===== src/hdl/best_quality_channel_allocator_defines.svh =====
// ----------------------------------------------------------------------------
// Channel allocator assertion macros
// Shared assertion wrappers used by the allocator top level.
// ----------------------------------------------------------------------------
`ifndef BEST_QUALITY_CHANNEL_ALLOCATOR_DEFINES_SVH
`define BEST_QUALITY_CHANNEL_ALLOCATOR_DEFINES_SVH

// same-cycle implication, disabled in reset
`define BQCA_ASSERT_IMP(label, clk, rst_n, ante, cons) \
    label: assert property (@(posedge clk) disable iff (!rst_n) (ante) |-> (cons)) \
        else $error("bqca: same-cycle check failed");

// next-cycle implication, disabled in reset
`define BQCA_ASSERT_NXT(label, clk, rst_n, ante, cons) \
    label: assert property (@(posedge clk) disable iff (!rst_n) (ante) |=> (cons)) \
        else $error("bqca: next-cycle check failed");

`endif


===== src/hdl/bqca_pkg.sv =====
// ----------------------------------------------------------------------------
// Channel allocator package
// Sizes, codes and shared types of the best-quality channel allocator.
// ----------------------------------------------------------------------------
package bqca_pkg;

    localparam int TRAFFIC_ENTRIES    = 16;
    localparam int SIGNALLING_ENTRIES = 4;

    localparam int T_IDX_W = (TRAFFIC_ENTRIES > 1) ? $clog2(TRAFFIC_ENTRIES) : 1;
    localparam int S_IDX_W = (SIGNALLING_ENTRIES > 1) ? $clog2(SIGNALLING_ENTRIES) : 1;
    localparam int POS_W   = (T_IDX_W > S_IDX_W) ? T_IDX_W : S_IDX_W;
    localparam int CNT_W   = POS_W + 1;

    localparam int QUEUE_DEPTH = 2;
    localparam int QUEUE_AW    = $clog2(QUEUE_DEPTH);

    localparam int ACTION_W  = 2;
    localparam int POOL_W    = 2;
    localparam int INDEX_W   = 4;
    localparam int QUALITY_W = 8;
    localparam int TRX_W     = 3;
    localparam int SLOT_W    = 3;
    localparam int STATUS_W  = 3;

    localparam logic [ACTION_W-1:0] ACT_ALLOC    = 2'd0;
    localparam logic [ACTION_W-1:0] ACT_WRITE    = 2'd1;
    localparam logic [ACTION_W-1:0] ACT_SET_NEXT = 2'd2;

    localparam logic [POOL_W-1:0] POOL_TRAFFIC = 2'd0;
    localparam logic [POOL_W-1:0] POOL_SIGNAL  = 2'd1;

    localparam logic [STATUS_W-1:0] ST_GRANTED   = 3'd0;
    localparam logic [STATUS_W-1:0] ST_NONE_FREE = 3'd1;
    localparam logic [STATUS_W-1:0] ST_BLOCKED   = 3'd2;
    localparam logic [STATUS_W-1:0] ST_BAD_POOL  = 3'd3;
    localparam logic [STATUS_W-1:0] ST_WRITTEN   = 3'd4;
    localparam logic [STATUS_W-1:0] ST_NEXT_SET  = 3'd5;
    localparam logic [STATUS_W-1:0] ST_NEXT_BUSY = 3'd6;
    localparam logic [STATUS_W-1:0] ST_NOT_FOUND = 3'd7;

    typedef enum logic [2:0] {
        K_ALLOC_T,
        K_ALLOC_S,
        K_ALLOC_BAD,
        K_WRITE_T,
        K_WRITE_S,
        K_SET_NEXT,
        K_BAD
    } t_kind;

    typedef struct packed {
        logic                 eligible;
        logic                 free;
        logic [QUALITY_W-1:0] quality;
        logic [TRX_W-1:0]     trx;
        logic [SLOT_W-1:0]    slot;
    } t_entry;

    localparam t_entry ENTRY_RESET = '{
        eligible: 1'b0, free: 1'b1, quality: '0, trx: '0, slot: '0};

    typedef struct packed {
        t_kind              kind;
        logic [INDEX_W-1:0] addr;
        t_entry             entry;
    } t_cmd;

endpackage


===== src/hdl/bqca_queue.sv =====
// ----------------------------------------------------------------------------
// Command queue
// Short FIFO of classified commands between front and back.
// ----------------------------------------------------------------------------
module bqca_queue (
    input  logic            i_clk,
    input  logic            i_rst_n,
    input  logic            i_push,
    input  bqca_pkg::t_cmd  i_cmd,
    output logic            o_full,
    input  logic            i_pop,
    output logic            o_valid,
    output bqca_pkg::t_cmd  o_cmd
);

    localparam int AW = bqca_pkg::QUEUE_AW;
    localparam int DW = bqca_pkg::QUEUE_AW + 1;

    bqca_pkg::t_cmd r_mem [bqca_pkg::QUEUE_DEPTH];
    logic [AW-1:0]  r_wp, n_wp;
    logic [AW-1:0]  r_rp, n_rp;
    logic [DW-1:0]  r_cnt, n_cnt;

    assign o_full  = (r_cnt == DW'(bqca_pkg::QUEUE_DEPTH));
    assign o_valid = (r_cnt != '0);
    assign o_cmd   = r_mem[r_rp];

    always_comb begin
        n_wp  = r_wp;
        n_rp  = r_rp;
        n_cnt = r_cnt;
        if (i_push) begin
            n_wp = (r_wp == AW'(bqca_pkg::QUEUE_DEPTH - 1)) ? '0 : r_wp + 1'b1;
        end
        if (i_pop) begin
            n_rp = (r_rp == AW'(bqca_pkg::QUEUE_DEPTH - 1)) ? '0 : r_rp + 1'b1;
        end
        if (i_push && !i_pop) begin
            n_cnt = r_cnt + 1'b1;
        end else if (!i_push && i_pop) begin
            n_cnt = r_cnt - 1'b1;
        end
    end

    always_ff @(posedge i_clk) begin
        if (!i_rst_n) begin
            r_wp  <= '0;
            r_rp  <= '0;
            r_cnt <= '0;
        end else begin
            r_wp  <= n_wp;
            r_rp  <= n_rp;
            r_cnt <= n_cnt;
        end
    end

    always_ff @(posedge i_clk) begin
        if (i_push) begin
            r_mem[r_wp] <= i_cmd;
        end
    end

endmodule


===== src/hdl/bqca_front.sv =====
// ----------------------------------------------------------------------------
// Allocator front end
// Accepts input items and classifies them into commands for the queue.
// ----------------------------------------------------------------------------
module bqca_front (
    input  logic                               i_in_valid,
    output logic                               o_in_stall,
    input  logic [bqca_pkg::ACTION_W-1:0]      i_action,
    input  logic [bqca_pkg::POOL_W-1:0]        i_pool,
    input  logic [bqca_pkg::INDEX_W-1:0]       i_entry_index,
    input  logic                               i_entry_eligible,
    input  logic                               i_entry_free,
    input  logic [bqca_pkg::QUALITY_W-1:0]     i_entry_quality,
    input  logic [bqca_pkg::TRX_W-1:0]         i_trx,
    input  logic [bqca_pkg::SLOT_W-1:0]        i_slot,
    input  logic                               i_q_full,
    output logic                               o_q_push,
    output bqca_pkg::t_cmd                     o_q_cmd
);

    logic t_idx_ok;
    logic s_idx_ok;

    assign t_idx_ok = (int'(i_entry_index) < bqca_pkg::TRAFFIC_ENTRIES);
    assign s_idx_ok = (int'(i_entry_index) < bqca_pkg::SIGNALLING_ENTRIES);

    assign o_in_stall = i_q_full;
    assign o_q_push   = i_in_valid && !i_q_full;

    always_comb begin
        o_q_cmd.addr           = i_entry_index;
        o_q_cmd.entry.eligible = i_entry_eligible;
        o_q_cmd.entry.free     = i_entry_free;
        o_q_cmd.entry.quality  = i_entry_quality;
        o_q_cmd.entry.trx      = i_trx;
        o_q_cmd.entry.slot     = i_slot;
        o_q_cmd.kind           = bqca_pkg::K_BAD;
        unique case (i_action)
            bqca_pkg::ACT_ALLOC: begin
                if (i_pool == bqca_pkg::POOL_TRAFFIC) begin
                    o_q_cmd.kind = bqca_pkg::K_ALLOC_T;
                end else if (i_pool == bqca_pkg::POOL_SIGNAL) begin
                    o_q_cmd.kind = bqca_pkg::K_ALLOC_S;
                end else begin
                    o_q_cmd.kind = bqca_pkg::K_ALLOC_BAD;
                end
            end
            bqca_pkg::ACT_WRITE: begin
                if (i_pool == bqca_pkg::POOL_TRAFFIC && t_idx_ok) begin
                    o_q_cmd.kind = bqca_pkg::K_WRITE_T;
                end else if (i_pool == bqca_pkg::POOL_SIGNAL && s_idx_ok) begin
                    o_q_cmd.kind = bqca_pkg::K_WRITE_S;
                end
            end
            bqca_pkg::ACT_SET_NEXT: begin
                o_q_cmd.kind = bqca_pkg::K_SET_NEXT;
            end
            default: begin
                o_q_cmd.kind = bqca_pkg::K_BAD;
            end
        endcase
    end

endmodule


===== src/hdl/bqca_back.sv =====
// ----------------------------------------------------------------------------
// Allocator back end
// Holds both pools, runs the entry-by-entry scans and drives the result.
// ----------------------------------------------------------------------------
module bqca_back (
    input  logic                               i_clk,
    input  logic                               i_rst_n,
    input  logic                               i_cfg_valid,
    input  logic                               i_cfg_data,
    input  logic                               i_q_valid,
    input  bqca_pkg::t_cmd                     i_q_cmd,
    output logic                               o_q_pop,
    output logic                               o_out_valid,
    input  logic                               i_out_stall,
    output logic                               o_granted,
    output logic [bqca_pkg::INDEX_W-1:0]       o_granted_index,
    output logic [bqca_pkg::STATUS_W-1:0]      o_status
);

    localparam int TW = bqca_pkg::T_IDX_W;
    localparam int SW = bqca_pkg::S_IDX_W;
    localparam int PW = bqca_pkg::POS_W;
    localparam int CW = bqca_pkg::CNT_W;
    localparam int IW = bqca_pkg::INDEX_W;

    typedef enum logic [1:0] {
        S_IDLE,
        S_SCAN,
        S_FINISH
    } t_state;

    // pool storage, valid bit clear means reset contents
    bqca_pkg::t_entry r_t_mem [bqca_pkg::TRAFFIC_ENTRIES];
    bqca_pkg::t_entry r_s_mem [bqca_pkg::SIGNALLING_ENTRIES];
    logic [bqca_pkg::TRAFFIC_ENTRIES-1:0]    r_t_vld;
    logic [bqca_pkg::SIGNALLING_ENTRIES-1:0] r_s_vld;
    bqca_pkg::t_entry r_rd_t;
    bqca_pkg::t_entry r_rd_s;

    t_state                       r_state, n_state;
    bqca_pkg::t_cmd               r_cmd, n_cmd;
    logic                         r_blocked, n_blocked;
    logic [TW-1:0]                r_ptr_t, n_ptr_t;
    logic [SW-1:0]                r_ptr_s, n_ptr_s;
    logic [PW-1:0]                r_pos, n_pos;
    logic [CW-1:0]                r_cnt, n_cnt;
    logic [CW-1:0]                r_n, n_n;
    logic                         r_pend, n_pend;
    logic [PW-1:0]                r_rd_pos, n_rd_pos;
    logic                         r_found, n_found;
    logic                         r_best_ok, n_best_ok;
    logic [PW-1:0]                r_best_idx, n_best_idx;
    logic [bqca_pkg::QUALITY_W-1:0] r_best_q, n_best_q;
    bqca_pkg::t_entry             r_best_ent, n_best_ent;
    logic                         r_o_valid, n_o_valid;
    logic                         r_o_granted, n_o_granted;
    logic [IW-1:0]                r_o_gidx, n_o_gidx;
    logic [bqca_pkg::STATUS_W-1:0] r_o_status, n_o_status;

    logic             t_we;
    logic [TW-1:0]    t_waddr;
    bqca_pkg::t_entry t_wdata;
    logic             s_we;
    logic [SW-1:0]    s_waddr;
    bqca_pkg::t_entry s_wdata;
    logic [TW-1:0]    t_raddr;
    logic [SW-1:0]    s_raddr;
    logic             issue;
    logic             out_free;
    logic             is_alloc;
    bqca_pkg::t_entry rd_ent;
    bqca_pkg::t_entry wb_ent;

    assign t_raddr  = TW'(r_pos);
    assign s_raddr  = SW'(r_pos);
    assign issue    = (r_state == S_SCAN) && (r_cnt != r_n);
    assign out_free = !r_o_valid || !i_out_stall;
    assign o_q_pop  = (r_state == S_IDLE) && i_q_valid;
    assign rd_ent   = (r_cmd.kind == bqca_pkg::K_ALLOC_S) ? r_rd_s : r_rd_t;
    assign is_alloc = (i_q_cmd.kind == bqca_pkg::K_ALLOC_T) ||
                      (i_q_cmd.kind == bqca_pkg::K_ALLOC_S);

    always_comb begin
        wb_ent      = r_best_ent;
        wb_ent.free = 1'b0;
    end

    assign o_out_valid     = r_o_valid;
    assign o_granted       = r_o_granted;
    assign o_granted_index = r_o_gidx;
    assign o_status        = r_o_status;

    always_comb begin
        n_state    = r_state;
        n_cmd      = r_cmd;
        n_blocked  = i_cfg_valid ? i_cfg_data : r_blocked;
        n_ptr_t    = r_ptr_t;
        n_ptr_s    = r_ptr_s;
        n_pos      = r_pos;
        n_cnt      = r_cnt;
        n_n        = r_n;
        n_pend     = issue;
        n_rd_pos   = r_pos;
        n_found    = r_found;
        n_best_ok  = r_best_ok;
        n_best_idx = r_best_idx;
        n_best_q   = r_best_q;
        n_best_ent = r_best_ent;
        n_o_valid  = r_o_valid && i_out_stall;
        n_o_granted = r_o_granted;
        n_o_gidx   = r_o_gidx;
        n_o_status = r_o_status;
        t_we       = 1'b0;
        t_waddr    = TW'(i_q_cmd.addr);
        t_wdata    = i_q_cmd.entry;
        s_we       = 1'b0;
        s_waddr    = SW'(i_q_cmd.addr);
        s_wdata    = i_q_cmd.entry;

        unique case (r_state)
            S_IDLE: begin
                if (i_q_valid) begin
                    n_cmd      = i_q_cmd;
                    n_cnt      = '0;
                    n_pend     = 1'b0;
                    n_found    = 1'b0;
                    n_best_ok  = 1'b0;
                    n_best_idx = '0;
                    n_best_q   = '0;
                    n_n        = CW'(bqca_pkg::TRAFFIC_ENTRIES);
                    n_pos      = '0;
                    if (i_q_cmd.kind == bqca_pkg::K_ALLOC_T) begin
                        n_pos = PW'(r_ptr_t);
                    end else if (i_q_cmd.kind == bqca_pkg::K_ALLOC_S) begin
                        n_pos = PW'(r_ptr_s);
                        n_n   = CW'(bqca_pkg::SIGNALLING_ENTRIES);
                    end
                    if ((is_alloc && !r_blocked) ||
                        i_q_cmd.kind == bqca_pkg::K_SET_NEXT) begin
                        n_state = S_SCAN;
                    end else begin
                        n_state = S_FINISH;
                    end
                    t_we = (i_q_cmd.kind == bqca_pkg::K_WRITE_T);
                    s_we = (i_q_cmd.kind == bqca_pkg::K_WRITE_S);
                end
            end
            S_SCAN: begin
                if (issue) begin
                    n_cnt = r_cnt + 1'b1;
                    n_pos = ({1'b0, r_pos} == r_n - 1'b1) ? '0 : r_pos + 1'b1;
                end
                // one entry checked per cycle, read issued in the cycle before
                if (r_pend) begin
                    if (r_cmd.kind == bqca_pkg::K_SET_NEXT) begin
                        if (rd_ent.trx == r_cmd.entry.trx &&
                            rd_ent.slot == r_cmd.entry.slot) begin
                            n_found    = 1'b1;
                            n_best_idx = r_rd_pos;
                            n_best_ok  = rd_ent.eligible && rd_ent.free;
                        end
                    end else if (rd_ent.eligible && rd_ent.free &&
                                 rd_ent.quality > r_best_q) begin
                        n_found    = 1'b1;
                        n_best_idx = r_rd_pos;
                        n_best_q   = rd_ent.quality;
                        n_best_ent = rd_ent;
                    end
                end
                if (!r_pend && r_cnt == r_n) begin
                    n_state = S_FINISH;
                end
            end
            S_FINISH: begin
                if (out_free) begin
                    n_state     = S_IDLE;
                    n_o_valid   = 1'b1;
                    n_o_granted = 1'b0;
                    n_o_gidx    = '0;
                    n_o_status  = bqca_pkg::ST_BAD_POOL;
                    case (r_cmd.kind)
                        bqca_pkg::K_ALLOC_T, bqca_pkg::K_ALLOC_S: begin
                            if (r_blocked) begin
                                n_o_status = bqca_pkg::ST_BLOCKED;
                            end else if (r_found) begin
                                n_o_granted = 1'b1;
                                n_o_gidx    = IW'(r_best_idx);
                                n_o_status  = bqca_pkg::ST_GRANTED;
                                if (r_cmd.kind == bqca_pkg::K_ALLOC_T) begin
                                    t_we    = 1'b1;
                                    t_waddr = TW'(r_best_idx);
                                    t_wdata = wb_ent;
                                    n_ptr_t = (r_best_idx ==
                                              PW'(bqca_pkg::TRAFFIC_ENTRIES - 1)) ?
                                              '0 : TW'(r_best_idx + 1'b1);
                                end else begin
                                    s_we    = 1'b1;
                                    s_waddr = SW'(r_best_idx);
                                    s_wdata = wb_ent;
                                    n_ptr_s = (r_best_idx ==
                                              PW'(bqca_pkg::SIGNALLING_ENTRIES - 1)) ?
                                              '0 : SW'(r_best_idx + 1'b1);
                                end
                            end else begin
                                n_o_status = bqca_pkg::ST_NONE_FREE;
                            end
                        end
                        bqca_pkg::K_ALLOC_BAD: begin
                            n_o_status = r_blocked ? bqca_pkg::ST_BLOCKED
                                                   : bqca_pkg::ST_BAD_POOL;
                        end
                        bqca_pkg::K_WRITE_T, bqca_pkg::K_WRITE_S: begin
                            n_o_status = bqca_pkg::ST_WRITTEN;
                        end
                        bqca_pkg::K_SET_NEXT: begin
                            if (r_found) begin
                                n_ptr_t    = TW'(r_best_idx);
                                n_o_status = r_best_ok ? bqca_pkg::ST_NEXT_SET
                                                       : bqca_pkg::ST_NEXT_BUSY;
                            end else begin
                                n_o_status = bqca_pkg::ST_NOT_FOUND;
                            end
                        end
                        default: begin
                            n_o_status = bqca_pkg::ST_BAD_POOL;
                        end
                    endcase
                end
            end
            default: begin
                n_state = S_IDLE;
            end
        endcase
    end

    always_ff @(posedge i_clk) begin
        if (!i_rst_n) begin
            r_state     <= S_IDLE;
            r_blocked   <= 1'b0;
            r_ptr_t     <= '0;
            r_ptr_s     <= '0;
            r_pend      <= 1'b0;
            r_cnt       <= '0;
            r_t_vld     <= '0;
            r_s_vld     <= '0;
            r_o_valid   <= 1'b0;
            r_o_granted <= 1'b0;
            r_o_gidx    <= '0;
            r_o_status  <= '0;
        end else begin
            r_state     <= n_state;
            r_blocked   <= n_blocked;
            r_ptr_t     <= n_ptr_t;
            r_ptr_s     <= n_ptr_s;
            r_pend      <= n_pend;
            r_cnt       <= n_cnt;
            if (t_we) begin
                r_t_vld[t_waddr] <= 1'b1;
            end
            if (s_we) begin
                r_s_vld[s_waddr] <= 1'b1;
            end
            r_o_valid   <= n_o_valid;
            r_o_granted <= n_o_granted;
            r_o_gidx    <= n_o_gidx;
            r_o_status  <= n_o_status;
        end
    end

    always_ff @(posedge i_clk) begin
        r_cmd      <= n_cmd;
        r_pos      <= n_pos;
        r_n        <= n_n;
        r_rd_pos   <= n_rd_pos;
        r_found    <= n_found;
        r_best_ok  <= n_best_ok;
        r_best_idx <= n_best_idx;
        r_best_q   <= n_best_q;
        r_best_ent <= n_best_ent;
    end

    always_ff @(posedge i_clk) begin
        if (t_we) begin
            r_t_mem[t_waddr] <= t_wdata;
        end
        r_rd_t <= r_t_vld[t_raddr] ? r_t_mem[t_raddr] : bqca_pkg::ENTRY_RESET;
    end

    always_ff @(posedge i_clk) begin
        if (s_we) begin
            r_s_mem[s_waddr] <= s_wdata;
        end
        r_rd_s <= r_s_vld[s_raddr] ? r_s_mem[s_raddr] : bqca_pkg::ENTRY_RESET;
    end

endmodule


===== src/hdl/best_quality_channel_allocator.sv =====
// ----------------------------------------------------------------------------
// Best-quality channel allocator
// Picks the free channel of highest quality from a traffic or signalling pool.
// ----------------------------------------------------------------------------
//  channel   handshake                 payload
//  input     i_in_valid / o_in_stall   i_action .. i_slot
//  result    o_out_valid / i_out_stall o_granted, o_granted_index, o_status
//  config    i_cfg_valid / o_cfg_ready i_cfg_data (system blocked)
//
//  Allocate and set-next walk the pool one entry per cycle through that
//  pool's table read port; set-next always walks the traffic pool.
//  Write, refused and blocked items skip the scan in the back end.
//  A two-entry command queue keeps accepting items while the back end works.
//  Reset (synchronous, active low) empties both pools and zeroes the pointers.
//  A stalled result holds the back end; the queue then fills and stalls input.
`include "best_quality_channel_allocator_defines.svh"

module best_quality_channel_allocator (
    input  logic                               i_clk,
    input  logic                               i_rst_n,
    input  logic                               i_in_valid,
    output logic                               o_in_stall,
    input  logic [bqca_pkg::ACTION_W-1:0]      i_action,
    input  logic [bqca_pkg::POOL_W-1:0]        i_pool,
    input  logic [bqca_pkg::INDEX_W-1:0]       i_entry_index,
    input  logic                               i_entry_eligible,
    input  logic                               i_entry_free,
    input  logic [bqca_pkg::QUALITY_W-1:0]     i_entry_quality,
    input  logic [bqca_pkg::TRX_W-1:0]         i_trx,
    input  logic [bqca_pkg::SLOT_W-1:0]        i_slot,
    output logic                               o_out_valid,
    input  logic                               i_out_stall,
    output logic                               o_granted,
    output logic [bqca_pkg::INDEX_W-1:0]       o_granted_index,
    output logic [bqca_pkg::STATUS_W-1:0]      o_status,
    input  logic                               i_cfg_valid,
    output logic                               o_cfg_ready,
    input  logic                               i_cfg_data
);

    logic           q_full;
    logic           q_push;
    logic           q_pop;
    logic           q_valid;
    bqca_pkg::t_cmd push_cmd;
    bqca_pkg::t_cmd pop_cmd;

    assign o_cfg_ready = 1'b1;

    bqca_front u_front (
        .i_in_valid       (i_in_valid),
        .o_in_stall       (o_in_stall),
        .i_action         (i_action),
        .i_pool           (i_pool),
        .i_entry_index    (i_entry_index),
        .i_entry_eligible (i_entry_eligible),
        .i_entry_free     (i_entry_free),
        .i_entry_quality  (i_entry_quality),
        .i_trx            (i_trx),
        .i_slot           (i_slot),
        .i_q_full         (q_full),
        .o_q_push         (q_push),
        .o_q_cmd          (push_cmd)
    );

    bqca_queue u_queue (
        .i_clk   (i_clk),
        .i_rst_n (i_rst_n),
        .i_push  (q_push),
        .i_cmd   (push_cmd),
        .o_full  (q_full),
        .i_pop   (q_pop),
        .o_valid (q_valid),
        .o_cmd   (pop_cmd)
    );

    bqca_back u_back (
        .i_clk           (i_clk),
        .i_rst_n         (i_rst_n),
        .i_cfg_valid     (i_cfg_valid),
        .i_cfg_data      (i_cfg_data),
        .i_q_valid       (q_valid),
        .i_q_cmd         (pop_cmd),
        .o_q_pop         (q_pop),
        .o_out_valid     (o_out_valid),
        .i_out_stall     (i_out_stall),
        .o_granted       (o_granted),
        .o_granted_index (o_granted_index),
        .o_status        (o_status)
    );

    `BQCA_ASSERT_IMP(a_pop_needs_data, i_clk, i_rst_n, q_pop, q_valid)
    `BQCA_ASSERT_NXT(a_one_cmd_at_a_time, i_clk, i_rst_n, q_pop, !q_pop)
    `BQCA_ASSERT_IMP(a_grant_status, i_clk, i_rst_n, o_out_valid && o_granted, o_status == bqca_pkg::ST_GRANTED)
    `BQCA_ASSERT_IMP(a_no_grant_index, i_clk, i_rst_n, o_out_valid && !o_granted, o_granted_index == '0)

endmodule


===== config.mk =====
export PLATFORM = sky130hd
export DESIGN_NAME = best_quality_channel_allocator
export DESIGN_NICKNAME = d
export VERILOG_FILES = /design/src/hdl/bqca_pkg.sv /design/src/hdl/bqca_queue.sv /design/src/hdl/bqca_front.sv /design/src/hdl/bqca_back.sv /design/src/hdl/best_quality_channel_allocator.sv
export VERILOG_INCLUDE_DIRS = /design/src /design/src/hdl
export SDC_FILE = /design/constraint.sdc
export NUM_CORES = 1
export LEC_CHECK = 0
export BUFFER_PORTS_ARGS = -buffer_cell sky130_fd_sc_hd__clkbuf_2
export CAP_MARGIN = 20
export CORE_ASPECT_RATIO = 1.1
export CORE_MARGIN = 8
export CORE_UTILIZATION = 26
export DETAILED_ROUTE_END_ITERATION = 7
export PLACE_DENSITY_LB_ADDON = 0.15
export SLEW_MARGIN = 20
export SYNTH_ARGS = -nofsm -noshare
export SYNTH_HDL_FRONTEND = slang
export SYNTH_HIERARCHICAL = 1
export SYNTH_SLANG_ARGS = --single-unit

===== constraint.sdc =====
create_clock -name i_clk -period 4 [get_ports i_clk]
set_clock_uncertainty 0.1 [all_clocks]
set_input_delay 0.4 -clock i_clk [delete_from_list [all_inputs] [get_ports i_clk]]
set_output_delay 0.4 -clock i_clk [all_outputs]
set_load 0.02 [all_outputs]

==> flow_summary_export.csv <==
group,metric,value,unit
synthesis,syn_nets,1170,
synthesis,syn_area,19700,µm²
synthesis,synth_flop_cell,"edfxtp_1",
clocking,clkLatencyLatePin,0.61,ns
final_layout,area_delta_synth_final,17.6,%
floorplanning,rows,106,
worst_setup_path,cp_slowest_cell,"a21oi_1",
routing,ant_nets,0,
floorplanning,initial_utilization,26.1,%
power,ir_drop,0.388,mV
placement,gp_congestion,0.740,
placement,post_dp_cell_area,21100,µm²
sta,hold-worst-slack,0.0759,ns
clocking,cts_root_buf,"clkbuf_16",
worst_setup_path,r2r_start,"u_back/r_cmd[20]",
clocking,cts_made_buffers,54,
synthesis,synth.area.top_cells,"edfxtp_1 62%, mux4_2 11%, dfxtp_1 8.6%, mux2_2 3.1%, nand2_1 1.8%",
synthesis,yosys-top-cells-count,"410 x edfxtp_1, 100 x mux4_2, 94 x nand2_1, 85 x dfxtp_1, 54 x mux2_2",
synthesis,synth_cells,1127,
sta,max_freq,286,MHz
synthesis,yosys_warnings,6,
synthesis,ys_ff_latch,495,
synthesis,async_reset_ff_share,0,%
worst_setup_path,crit_type,"reg -> reg",
placement,place_hpwl,29.7,mm
sta,hold_violations,0,
power,power_per_cell_area,673,nW/µm²
routing,vias_per_cell,4.39,
grt,grt_usage,10.7,%
clocking,clkSlewWorstSetupHoldPaths,0.06,ns
clocking,cts_sinks,495,
synthesis,seq_area_frac_synth,71.1,%
worst_setup_path,path_max_fanout,19,
routing,vias,9765,
final_layout,layout-drive-gt1-share,27.6,%
min_path,hp-class,"in -> reg",
floorplanning,ios,41,
synthesis,yosysTopAreaCell,"edfxtp_1",
synthesis,avgSynthCellArea,17.5,µm²
placement,port_buffers,39,
grt,grt_max_degree,86,
worst_setup_path,slowest_delay,0.64,ns
min_path,holdCritStartpoint,"i_out_stall",
synthesis,synth-edff-count,410,
grt,grt_pass1_wl,69.3,mm
worst_setup_path,arrival,3.62,ns
clocking,htree_levels,2,
worst_setup_path,path_common_cell,"a21oi_1",
worst_setup_path,path_delay_family,"compound AO/OA/AOI/OAI gates",
placement,dp.cells,2100,
final_layout,final_cell_area,23200,µm²
floorplanning,die_w,278,µm
sta,rsz0062_at_grt,"no",
floorplanning,dieArea,84800,µm²
final_layout,fin_nets,1249,
worst_setup_path,crit_chain,"nor3b_2 > buf_4 > mux2_2 > ha_1 > nor2b_1 > o211ai_1 > a21oi_1 > o31ai_1 > a21oi_1",
power,leakagePower,7.63,nW
synthesis,synth_cell_types,63,
grt,grt_pass1_vias,10406,
floorplanning,dieHeight,305,µm
sta,slew_headroom,32.5,%
sta,finalSetupViolations,0,
worst_setup_path,critical_path_buf_inv_count,1,
routing,firstDrtPassIters,5,
clocking,cts_buffer_depth,3,
clocking,cts_tree,"built",
status,outcome,"completed",
worst_setup_path,crit_required,4.13,ns
synthesis,synth.most_common_cell,"edfxtp_1",
routing,drc,0,
worst_setup_path,start_kind,"flop",
power,total_power,15.6,mW
floorplanning,coreArea,75500,µm²
grt,overflow,0,
routing,dr.first_iter.drc_count,519,
sta,drv_slew,0,
routing,wl,45.6,mm
routing,post_drt_wl_per_cell,20.5,µm
worst_setup_path,cp-end-kind,"flop",
worst_setup_path,crit_start,"u_back/r_cmd[20]",
sta,worst_slew_pin_slew,0.984,ns
final_layout,fin_cells,2224,
final_layout,nFillCells,7342,
sta,tns,0,ns
sta,fin_crit_sh,87.3,%
final_layout,n_antenna_cell,0,
sta,finalCriticalPeriod,3.49,ns
synthesis,synth_top_area_share,62.5,%
grt,antenna_found_initial,0,
flow_run,maxCapViolations,0,
worst reg2reg max path: cells and delay by family (launching register included):
kind,cells,cell delay [ns]
and+or+nand+nor,2,0.43
AOI/OAI and AO/OA,4,1.02
adders and majority gates,1,0.30
DFF,1,0.55
muxes,1,0.41
buffers and inverters,1,0.32
cell type report:
cell class,instances,area [µm²],area share (%)
sequential,495,14000,60.5
multi-input combinational,540,5270,22.7
clock inverter,19,215,0.929
inverter,20,75.1,0.324
timing repair buffer,95,699,3.02
tap,972,1220,5.25
clock buffer,83,1680,7.26
worst paths after layout:
| kind | end | slack (ns) | depth (start not counted) |
|---|---|---|---|
| min reg2reg | u_back/r_t_vld[9] | 0.35 | 2 |
| max | u_back/r_best_q[6] | 0.51 | 9 |
| min | u_back/o_status[2] | 0.08 | 4 |
| max reg2reg | u_back/r_best_q[6] | 0.51 | 9 |
per-layer routing:
| metal | up-vias | routed length, µm | global-route usage, % |
|---|---|---|---|
| li1 | 4493 | - | - |
| met1 | 5040 | 21900 | 14.9 |
| met2 | 153 | 20800 | 16.9 |
| met3 | 79 | 1500 | 1.62 |
| met4 | 0 | 1350 | 4.02 |
| met5 | - | 0 | 0 |
per-stage QoR:
step	utilization, %	setup WS [ns]
global placement	27.9	0.505
finish	30.7	0.506
floorplan	-	0.710
CTS	30.7	0.433
global route	30.7	0.242
detailed placement	27.9	0.454
what timing repair did:
item | in CTS | in global routing
buffers inserted | 0 | 0
endpoints found under the hold margin | 41 | 0
hold buffers | 22 | 0
gates resized for setup | 0 | 0
flip-flops by register name, indices dropped and copies added (netlist names), 4 cells and up, named ones only:
register	flops
u_back/n_rd_pos	4
u_back/r_best_ent	15
u_back/r_rd_t	16
u_back/r_cmd	9
u_back/r_ptr_t	4
u_back/r_t_vld	16
u_back/r_cnt	5
u_back/r_best_q	8
u_queue/r_mem	46
u_back/r_t_mem	256
u_back/r_s_vld	4
u_back/o_granted_index	4
u_back/r_rd_pos	4
u_back/r_best_idx	4
u_back/r_s_mem	64
u_back/r_rd_s	16
logic make-up after synthesis:
family | synth area share (%)
AOI/OAI and AO/OA | 2.98
xor gates and xnor gates | 0.756
adders and majority gates | 0.826
buffers and inverters | 2.56
DFF | 71.1
muxes | 15.2
other | 0.0190
and+or+nand+nor | 6.50
where the power goes:
group	total, mW	switching [mW]	internal [mW]
Combinational	3.80	2.17	1.64
Sequential	6.60	0.273	6.33
Clock	5.19	2.04	3.15
cells in the final DEF, fill, tap and decap left out, types with 6 or more instances in the layout:
master and n:
a21oi_1 18, and2_1 18, buf_4 31, clkbuf_1 9
clkbuf_16 57, clkbuf_2 39, clkbuf_8 15, clkinv_2 8
dfxtp_1 85, dlygate4sd3_1 22, edfxtp_1 410, ha_1 13
inv_1 20, mux2_2 54, mux2i_1 13, mux4_2 100
nand2_1 94, nand2b_1 10, nand3_1 10, nor2_1 16
nor2_2 16, nor2b_1 47, nor3_1 6, o21a_1 6
o21ai_0 26, xnor2_1 8, xor2_1 9
Note: power is estimated with default switching activity, not from simulation.
